File: src/rtl/core/sfq_pkg.sv
// Shared types and constants for the sortable FIFO queue.
// Depends on nothing; every other file of the block uses it.
package sfq_pkg;

    localparam int DATA_W = 32;
    localparam int OP_W   = 2;
    localparam int STAT_W = 2;
    localparam int OCC_W  = 5;

    // Operation codes carried by a request
    typedef enum logic [OP_W-1:0] {
        OP_ENQUEUE = 2'd0,
        OP_DEQUEUE = 2'd1,
        OP_SORT    = 2'd2
    } op_e_t;

    // Result status codes
    typedef enum logic [STAT_W-1:0] {
        STAT_OK    = 2'd0,
        STAT_EMPTY = 2'd1,
        STAT_FULL  = 2'd2
    } status_e_t;

    // Controller states
    typedef enum logic [2:0] {
        ST_IDLE,
        ST_DEQ,
        ST_SORT_LOAD,
        ST_SORT_CMP,
        ST_SORT_STORE
    } state_e_t;

    // Read address source for the entry store
    typedef enum logic [1:0] {
        RD_HEAD,
        RD_J,
        RD_J_NEXT,
        RD_I_NEXT
    } rd_sel_e_t;

    // Controller -> datapath commands
    typedef struct packed {
        logic      enq_wr;
        logic      deq_pop;
        logic      sort_init;
        logic      li_load;
        logic      cmp_step;
        logic      wi_step;
        rd_sel_e_t rd_sel;
        logic      load_res;
        status_e_t res_status;
        logic      res_take_mem;
    } ctrl_cmd_t;

    // Datapath -> controller status
    typedef struct packed {
        logic empty;
        logic full;
        logic below_two;
        logic j_more;
        logic i_more;
    } dp_status_t;

endpackage

File: src/rtl/core/sfq_ifs.sv
// Valid/ready channel interfaces for requests and results.
// Depends on sfq_pkg for field widths.
interface sfq_in_if;
    logic                                valid;
    logic                                ready;
    logic [sfq_pkg::OP_W-1:0]            op;
    logic signed [sfq_pkg::DATA_W-1:0]   value;

    modport source (output valid, output op, output value, input ready);
    modport sink   (input valid, input op, input value, output ready);
endinterface

interface sfq_out_if;
    logic                                valid;
    logic                                ready;
    logic [sfq_pkg::STAT_W-1:0]          status;
    logic signed [sfq_pkg::DATA_W-1:0]   removed_value;
    logic [sfq_pkg::OCC_W-1:0]           occupancy;

    modport source (output valid, output status, output removed_value, output occupancy,
                    input ready);
    modport sink   (input valid, input status, input removed_value, input occupancy,
                    output ready);
endinterface

File: src/rtl/core/sfq_dp.sv
// Datapath: circular entry store, head/count, sort indices and result register.
// Depends on sfq_pkg; driven by sfq_ctrl through ctrl_cmd_t.
module sfq_dp #(
    parameter int CAPACITY = 16
) (
    input  logic                              clk,
    input  logic                              rst_n,
    input  sfq_pkg::ctrl_cmd_t                cmd,
    input  logic signed [sfq_pkg::DATA_W-1:0] value,
    output sfq_pkg::dp_status_t               stat,
    output logic [sfq_pkg::STAT_W-1:0]        res_status,
    output logic signed [sfq_pkg::DATA_W-1:0] res_removed,
    output logic [sfq_pkg::OCC_W-1:0]         res_occupancy
);
    import sfq_pkg::*;

    localparam int IDX_W = $clog2(CAPACITY);
    localparam int CNT_W = $clog2(CAPACITY + 1);

    logic signed [DATA_W-1:0] mem [CAPACITY];
    logic signed [DATA_W-1:0] rd_data_reg;
    logic signed [DATA_W-1:0] cur_reg, cur_next;
    logic [IDX_W-1:0]         head_reg, head_next;
    logic [CNT_W-1:0]         count_reg, count_next;
    logic [CNT_W-1:0]         i_reg, i_next;
    logic [CNT_W-1:0]         j_reg, j_next;
    logic [CNT_W:0]           j_plus1, i_plus1, i_plus2;
    logic                     swap;
    logic                     wr_en;
    logic [IDX_W-1:0]         wr_addr, rd_addr;
    logic signed [DATA_W-1:0] wr_data;
    logic [STAT_W-1:0]        out_status_reg;
    logic signed [DATA_W-1:0] out_removed_reg;
    logic [OCC_W-1:0]         out_occ_reg;

    // Physical slot of logical position k; sum stays below twice the depth
    function automatic logic [IDX_W-1:0] slot_of(input logic [IDX_W-1:0] base,
                                                 input logic [CNT_W:0]   k);
        logic [CNT_W+1:0] sum;
        sum = (CNT_W+2)'(base) + (CNT_W+2)'(k);
        if (sum >= (CNT_W+2)'(CAPACITY))
        begin
            sum = sum - (CNT_W+2)'(CAPACITY);
        end
        return sum[IDX_W-1:0];
    endfunction

    assign j_plus1 = (CNT_W+1)'(j_reg) + 1'b1;
    assign i_plus1 = (CNT_W+1)'(i_reg) + 1'b1;
    assign i_plus2 = (CNT_W+1)'(i_reg) + 2'd2;
    assign swap    = cur_reg > rd_data_reg;

    // Status toward the controller
    assign stat.empty     = (count_reg == '0);
    assign stat.full      = (count_reg == CNT_W'(CAPACITY));
    assign stat.below_two = (count_reg < CNT_W'(2));
    assign stat.j_more    = (j_plus1 < (CNT_W+1)'(count_reg));
    assign stat.i_more    = (i_plus2 < (CNT_W+1)'(count_reg));

    // Next-state of head, count and sort registers
    always_comb
    begin
        head_next  = head_reg;
        count_next = count_reg;
        i_next     = i_reg;
        j_next     = j_reg;
        cur_next   = cur_reg;
        if (cmd.enq_wr)
        begin
            count_next = count_reg + 1'b1;
        end
        if (cmd.deq_pop)
        begin
            count_next = count_reg - 1'b1;
            head_next  = slot_of(head_reg, (CNT_W+1)'(1));
        end
        if (cmd.sort_init)
        begin
            i_next = '0;
            j_next = CNT_W'(1);
        end
        if (cmd.li_load)
        begin
            cur_next = rd_data_reg;
        end
        if (cmd.cmp_step)
        begin
            if (swap)
            begin
                cur_next = rd_data_reg;
            end
            j_next = j_plus1[CNT_W-1:0];
        end
        if (cmd.wi_step)
        begin
            i_next = i_plus1[CNT_W-1:0];
            j_next = i_plus2[CNT_W-1:0];
        end
    end

    // Store write port
    always_comb
    begin
        wr_en   = 1'b0;
        wr_addr = slot_of(head_reg, (CNT_W+1)'(count_reg));
        wr_data = value;
        if (cmd.cmp_step && swap)
        begin
            wr_en   = 1'b1;
            wr_addr = slot_of(head_reg, (CNT_W+1)'(j_reg));
            wr_data = cur_reg;
        end
        else if (cmd.wi_step)
        begin
            wr_en   = 1'b1;
            wr_addr = slot_of(head_reg, (CNT_W+1)'(i_reg));
            wr_data = cur_reg;
        end
        else if (cmd.enq_wr)
        begin
            wr_en = 1'b1;
        end
    end

    // Store read address
    always_comb
    begin
        case (cmd.rd_sel)
            RD_HEAD:   rd_addr = head_reg;
            RD_J:      rd_addr = slot_of(head_reg, (CNT_W+1)'(j_reg));
            RD_J_NEXT: rd_addr = slot_of(head_reg, j_plus1);
            RD_I_NEXT: rd_addr = slot_of(head_reg, i_plus1);
            default:   rd_addr = head_reg;
        endcase
    end

    // Entry store with registered read
    always_ff @(posedge clk)
    begin
        if (wr_en)
        begin
            mem[wr_addr] <= wr_data;
        end
        rd_data_reg <= mem[rd_addr];
    end

    // Control registers
    always_ff @(posedge clk or negedge rst_n)
    begin
        if (!rst_n)
        begin
            head_reg  <= '0;
            count_reg <= '0;
        end
        else
        begin
            head_reg  <= head_next;
            count_reg <= count_next;
        end
    end

    // Sort working registers and result payload
    always_ff @(posedge clk)
    begin
        i_reg   <= i_next;
        j_reg   <= j_next;
        cur_reg <= cur_next;
        if (cmd.load_res)
        begin
            out_status_reg  <= cmd.res_status;
            out_removed_reg <= cmd.res_take_mem ? rd_data_reg : '0;
            out_occ_reg     <= OCC_W'(count_next);
        end
    end

    assign res_status    = out_status_reg;
    assign res_removed   = out_removed_reg;
    assign res_occupancy = out_occ_reg;

endmodule

File: src/rtl/core/sfq_ctrl.sv
// Controller: request/result handshake and the sequencer for dequeue and sort.
// Depends on sfq_pkg; commands sfq_dp.
module sfq_ctrl (
    input  logic                       clk,
    input  logic                       rst_n,
    input  logic                       in_valid,
    input  logic [sfq_pkg::OP_W-1:0]   op,
    output logic                       in_ready,
    output logic                       out_valid,
    input  logic                       out_ready,
    input  sfq_pkg::dp_status_t        stat,
    output sfq_pkg::ctrl_cmd_t         cmd
);
    import sfq_pkg::*;

    state_e_t state_reg, state_next;
    logic     out_valid_reg, out_valid_next;
    logic     accept;

    assign in_ready  = (state_reg == ST_IDLE) && (!out_valid_reg || out_ready);
    assign accept    = in_valid && in_ready;
    assign out_valid = out_valid_reg;

    // State register
    always_ff @(posedge clk or negedge rst_n)
    begin
        if (!rst_n)
        begin
            state_reg     <= ST_IDLE;
            out_valid_reg <= 1'b0;
        end
        else
        begin
            state_reg     <= state_next;
            out_valid_reg <= out_valid_next;
        end
    end

    // Next state and commands
    always_comb
    begin
        state_next       = state_reg;
        cmd.enq_wr       = 1'b0;
        cmd.deq_pop      = 1'b0;
        cmd.sort_init    = 1'b0;
        cmd.li_load      = 1'b0;
        cmd.cmp_step     = 1'b0;
        cmd.wi_step      = 1'b0;
        cmd.rd_sel       = RD_HEAD;
        cmd.load_res     = 1'b0;
        cmd.res_status   = STAT_OK;
        cmd.res_take_mem = 1'b0;
        case (state_reg)
            ST_IDLE:
            begin
                if (accept)
                begin
                    case (op_e_t'(op))
                        OP_ENQUEUE:
                        begin
                            cmd.load_res = 1'b1;
                            if (stat.full)
                            begin
                                cmd.res_status = STAT_FULL;
                            end
                            else
                            begin
                                cmd.enq_wr = 1'b1;
                            end
                        end
                        OP_DEQUEUE:
                        begin
                            if (stat.empty)
                            begin
                                cmd.load_res   = 1'b1;
                                cmd.res_status = STAT_EMPTY;
                            end
                            else
                            begin
                                // front entry is being read from the head slot
                                cmd.deq_pop = 1'b1;
                                state_next  = ST_DEQ;
                            end
                        end
                        OP_SORT:
                        begin
                            if (stat.below_two)
                            begin
                                cmd.load_res = 1'b1;
                            end
                            else
                            begin
                                cmd.sort_init = 1'b1;
                                state_next    = ST_SORT_LOAD;
                            end
                        end
                        default:
                        begin
                            cmd.load_res = 1'b1;
                        end
                    endcase
                end
            end
            ST_DEQ:
            begin
                cmd.load_res     = 1'b1;
                cmd.res_take_mem = 1'b1;
                state_next       = ST_IDLE;
            end
            ST_SORT_LOAD:
            begin
                // take entry i as the running minimum, fetch entry j
                cmd.li_load = 1'b1;
                cmd.rd_sel  = RD_J;
                state_next  = ST_SORT_CMP;
            end
            ST_SORT_CMP:
            begin
                // compare/exchange with entry j while fetching j+1
                cmd.cmp_step = 1'b1;
                if (stat.j_more)
                begin
                    cmd.rd_sel = RD_J_NEXT;
                end
                else
                begin
                    state_next = ST_SORT_STORE;
                end
            end
            ST_SORT_STORE:
            begin
                // write back position i, fetch position i+1
                cmd.wi_step = 1'b1;
                cmd.rd_sel  = RD_I_NEXT;
                if (stat.i_more)
                begin
                    state_next = ST_SORT_LOAD;
                end
                else
                begin
                    cmd.load_res = 1'b1;
                    state_next   = ST_IDLE;
                end
            end
            default:
            begin
                state_next = ST_IDLE;
            end
        endcase
    end

    // Result register valid
    always_comb
    begin
        if (cmd.load_res)
        begin
            out_valid_next = 1'b1;
        end
        else if (out_ready)
        begin
            out_valid_next = 1'b0;
        end
        else
        begin
            out_valid_next = out_valid_reg;
        end
    end

endmodule

File: src/rtl/core/sortable_fifo_queue.sv
// Sortable FIFO queue of signed 32-bit values (enqueue, dequeue, in-place sort).
// Enqueue, refused and no-op requests load the result from ST_IDLE; a dequeue loads it
//   in ST_DEQ from the registered store read; sorts do one compare-exchange per cycle.
// Enqueue takes 1 request/cycle while results are taken; dequeue/sort block new ones.
// Reset clears head, count and handshake state; store contents stay undefined.
module sortable_fifo_queue #(
    parameter int CAPACITY = 16
) (
    input  logic       clk,
    input  logic       rst_n,
    sfq_in_if.sink     request,
    sfq_out_if.source  result
);
    import sfq_pkg::*;

    ctrl_cmd_t  cmd;
    dp_status_t stat;

    sfq_ctrl u_ctrl (
        .clk       (clk),
        .rst_n     (rst_n),
        .in_valid  (request.valid),
        .op        (request.op),
        .in_ready  (request.ready),
        .out_valid (result.valid),
        .out_ready (result.ready),
        .stat      (stat),
        .cmd       (cmd)
    );

    sfq_dp #(
        .CAPACITY (CAPACITY)
    ) u_dp (
        .clk           (clk),
        .rst_n         (rst_n),
        .cmd           (cmd),
        .value         (request.value),
        .stat          (stat),
        .res_status    (result.status),
        .res_removed   (result.removed_value),
        .res_occupancy (result.occupancy)
    );

endmodule

File: src/flat_wrapper.sv
// flat-port wrapper written by rule: the top's interface ports become plain ports
module sortable_fifo_queue_flat import sfq_pkg::*;
#(
    parameter int CAPACITY = 16
)
  (clk, rst_n, request_valid, request_op, request_value, request_ready, result_valid, result_status, result_removed_value, result_occupancy, result_ready);
  sfq_in_if request_i ();
  sfq_out_if result_i ();
  input  logic clk;
  input  logic rst_n;
  input wire logic [$bits(request_i.valid)-1:0] request_valid;
  input wire logic [$bits(request_i.op)-1:0] request_op;
  input wire logic [$bits(request_i.value)-1:0] request_value;
  output wire logic [$bits(request_i.ready)-1:0] request_ready;
  output wire logic [$bits(result_i.valid)-1:0] result_valid;
  output wire logic [$bits(result_i.status)-1:0] result_status;
  output wire logic [$bits(result_i.removed_value)-1:0] result_removed_value;
  output wire logic [$bits(result_i.occupancy)-1:0] result_occupancy;
  input wire logic [$bits(result_i.ready)-1:0] result_ready;
  assign request_i.valid = request_valid;
  assign request_i.op = request_op;
  assign request_i.value = request_value;
  assign request_ready = request_i.ready;
  assign result_valid = result_i.valid;
  assign result_status = result_i.status;
  assign result_removed_value = result_i.removed_value;
  assign result_occupancy = result_i.occupancy;
  assign result_i.ready = result_ready;
  sortable_fifo_queue #(.CAPACITY(CAPACITY)) u_core (.clk(clk), .rst_n(rst_n), .request(request_i), .result(result_i));
endmodule
File: config.mk
export PLATFORM = sky130hd
export DESIGN_NAME = sortable_fifo_queue_flat
export DESIGN_NICKNAME = d
export VERILOG_FILES = /design/src/rtl/core/sfq_pkg.sv /design/src/rtl/core/sfq_ifs.sv /design/src/rtl/core/sfq_dp.sv /design/src/rtl/core/sfq_ctrl.sv /design/src/rtl/core/sortable_fifo_queue.sv /design/src/flat_wrapper.sv
export SDC_FILE = /design/constraint.sdc
export NUM_CORES = 1
export LEC_CHECK = 0
export BUFFER_PORTS_ARGS = -buffer_cell sky130_fd_sc_hd__buf_2
export CORE_AREA = 5 5 238 240
export CTS_BUF_LIST = sky130_fd_sc_hd__clkbuf_4
export DETAILED_ROUTE_END_ITERATION = 8
export DIE_AREA = 0 0 243 245
export PLACE_DENSITY = 0.66
export SYNTH_ARGS = -nofsm -noshare
export SYNTH_HDL_FRONTEND = slang
export SYNTH_SLANG_ARGS = --single-unit
File: constraint.sdc
create_clock -name clk -period 6.9 [get_ports clk]
set_input_delay 1.38 -clock clk [delete_from_list [all_inputs] [get_ports clk]]
set_output_delay 1.38 -clock clk [all_outputs]
set_load 0.005 [all_outputs]
==> qor.csv <==
metric,value,unit
outcome,"finished, final reports clean",
Routed WL per cell,22.8,um
first-pass GRT wire length,93500,um
vias per cell,5.56,
std cell rows,86,
Syn Area/Cell,16.0,sq um
vias in the first global route,15400,
fill count,4355,
Post-synth EDFFs,561,
Crit. End Element,flip-flop,
met3 Usage GRT,5.16,%
post-synthesis instance total,1674,
total negative slack,0,ns
"Most flops, register",u_core.u_dp.mem,
drc violations,0,
FMAX,217,MHz
max_cap viols,0,
pwr dens,489,nW/um^2
RSZ-0062 raised after global routing,false,
Final Hold Viols,0,
worst IR drop on VDD,870,uV
largest net degree at the start of global routing,193,
Yosys reg bits,638,
gr busiest metal,met2,
Initial Utilization,49.1,%
P_leak,11.2,nW
CTS max path bufs,3,
crit share post-route,66.9,%
max reg flops,512,
Reg area,18500,sq um
CTS H-tree depth,4,
asr flop ratio synth,2.04,%
Reg2Reg Depth,12,
Synth top area share,63.0,%
area of the multi-input gates,7810,sq um
Required @ worst endpoint,7.45,ns
layout net count,1968,
Chip Height,245,um
met1 Usage GRT,28.9,%
Max Slew Vio Count,0,
crit path from,u_core.u_ctrl.state_reg[1]$_DFFE_PN0P_,
Setup crit start kind,flip-flop,
GPL Wtd Cong,0.840,
DR iter-0 viols,1227,
Post-synth top flop,edfxtp_1,
Fin Clk Skew,0.0716,ns
Root Buffer Master,clkbuf_4,
GRT overflow,0,
synth top area cells,"edfxtp_1, mux2i_1, dfxtp_1, mux2_2, ha_1",
io pins,79,
cts hold-fix bufs,0,
met2 global-route usage,32.2,%
synth warn,0,
Num CTS Buffers,163,
clock transition at the registers of the reported paths,0.07,ns
Yosys top cell by area,edfxtp_1,
worst-path maximum fanout,17,
port bufs,78,
worst-margin pin slew,1.14,ns
routed vias,15100,
initial antenna violation count,3,
Post-CTS Resized,0,
RR Startpoint,u_core.u_ctrl.state_reg[1]$_DFFE_PN0P_,
gr usage total,20.7,%
CTS tree,done,
Critical Path AT,5.16,ns
Syn Nets,1773,
post-route ant nets,0,
DRT Pass-1 Iters,7,
hpwl dp,34900,um
relative slew slack,24.0,%
count of cell types in the netlist,60,
layout cell share with drive strength beyond 1,24.2,%
Core Box Area,54400,sq um
minimum clock period,4.62,ns
"Clk Latency, worst-skew pair",0.94,ns
sequential area share after synthesis,69.0,%
die area,59500,sq um
Final WS setup,2.28,ns
r2r endpoint,u_core.u_dp.mem[1][31]$_DFFE_PP_,
hold crit path type,in2async,
post-synthesis instance area,26700,sq um
Final Setup Violations,0,
worst hold slack,0.327,ns
dpl ws,2.38,ns
Setup CP Type,reg2reg,
Die Wd,243,um
flop-to-flop setup slack,2.28,ns
setup bufs post-CTS,0,
# clock sinks,638,
Total Wirelength,61700,um
P&R area growth vs syn,13.2,%
-- cell usage in the layout, fill, tap and decap left out, drive strengths merged, types with 35 or more instances in the layout --
cell / Yosys / layout
edfxtp: 561 / 561
mux2i: 262 / 262
clkbuf: 18 / 262
mux2: 130 / 130
buf: 61 / 109
nand2: 92 / 92
o211ai: 66 / 66
dfxtp: 64 / 64
ha: 58 / 58
inv: 49 / 52
nand3: 42 / 42
nor2: 40 / 40
a22oi: 36 / 36
and2: 35 / 35
-- kinds of logic after synthesis --
logic type	Yosys count	synth area share, %
XOR/XNOR	22	0.721
AO/OA/AOI/OAI	180	5.09
flip-flops	638	69.0
multiplexers	392	15.3
AND/OR/NAND/NOR	253	4.54
adder cells (fa/ha/maj)	61	2.94
buffers and inverters	128	2.38
-- cell type report --
cell class	instances	area share, %
diodes	2	0.0165
clock buffers	262	6.50
clock inverters	38	1.00
inverters	49	0.608
multi-input cells	908	25.8
flip-flops and latches	638	61.0
well taps	704	2.91
repair buffers	109	2.18
-- worst max-delay path, stage by stage, from the launching register on --
cell and delay, ns:
dfrtp_1 0.50, nor2_1 0.26, and2_1 0.55, o21ai_0 0.28, ha_1 0.33, a21o_1 0.15
a21oi_1 0.17, xor2_1 0.20, xnor2_1 0.21, nor2b_1 0.18, mux2i_1 0.27, nor2_4 0.69
buf_4 0.43
-- worst max path at each step --
stage	end	slack [ns]
6_report	u_core.u_dp.mem[1][31]$_DFFE_PP_	2.28
5_1_grt	u_core.u_dp.mem[1][31]$_DFFE_PP_	2.02
4_1_cts	u_core.u_dp.mem[14][12]$_DFFE_PP_	2.30
3_5_place_dp	u_core.u_dp.mem[14][22]$_DFFE_PP_	2.38
3_3_place_gp	u_core.u_dp.mem[14][22]$_DFFE_PP_	2.41
2_1_floorplan	u_core.u_dp.mem[5][0]$_DFFE_PP_	2.41
-- stage by stage --
stage	instances	power (mW)	area, sq um	util [%]
floorplan	1674	9.67	26700	-
global placement	2408	11.3	28000	51.4
detailed placement	2408	11.4	28000	51.4
CTS	2708	14.9	30300	55.6
global route	2710	15.7	30300	55.6
finish	2710	14.8	30300	55.6
-- routing by layer --
layer | share of wire [%] | up-vias
met5 | 0 | -
met4 | 1.4 | 0
met3 | 6.4 | 65
met2 | 47 | 491
met1 | 45 | 7575
li1 | - | 6949
-- where the power goes --
part | switching, mW | internal, mW
Combinational | 3.67 | 2.33
Clock | 1.48 | 1.94
Sequential | 0.326 | 5.05
-- cells in the mapped netlist, types with 36 or more instances --
cell type  number
mux2_1         60
nand2_1        92
a22oi_1        36
o211ai_1       66
nor2_1         40
ha_1           58
inv_1          49
mux2_2         70
nand3_1        42
mux2i_1       262
dfxtp_1        64
buf_2          41
edfxtp_1      561
Note: power is estimated with default switching activity, not from simulation.
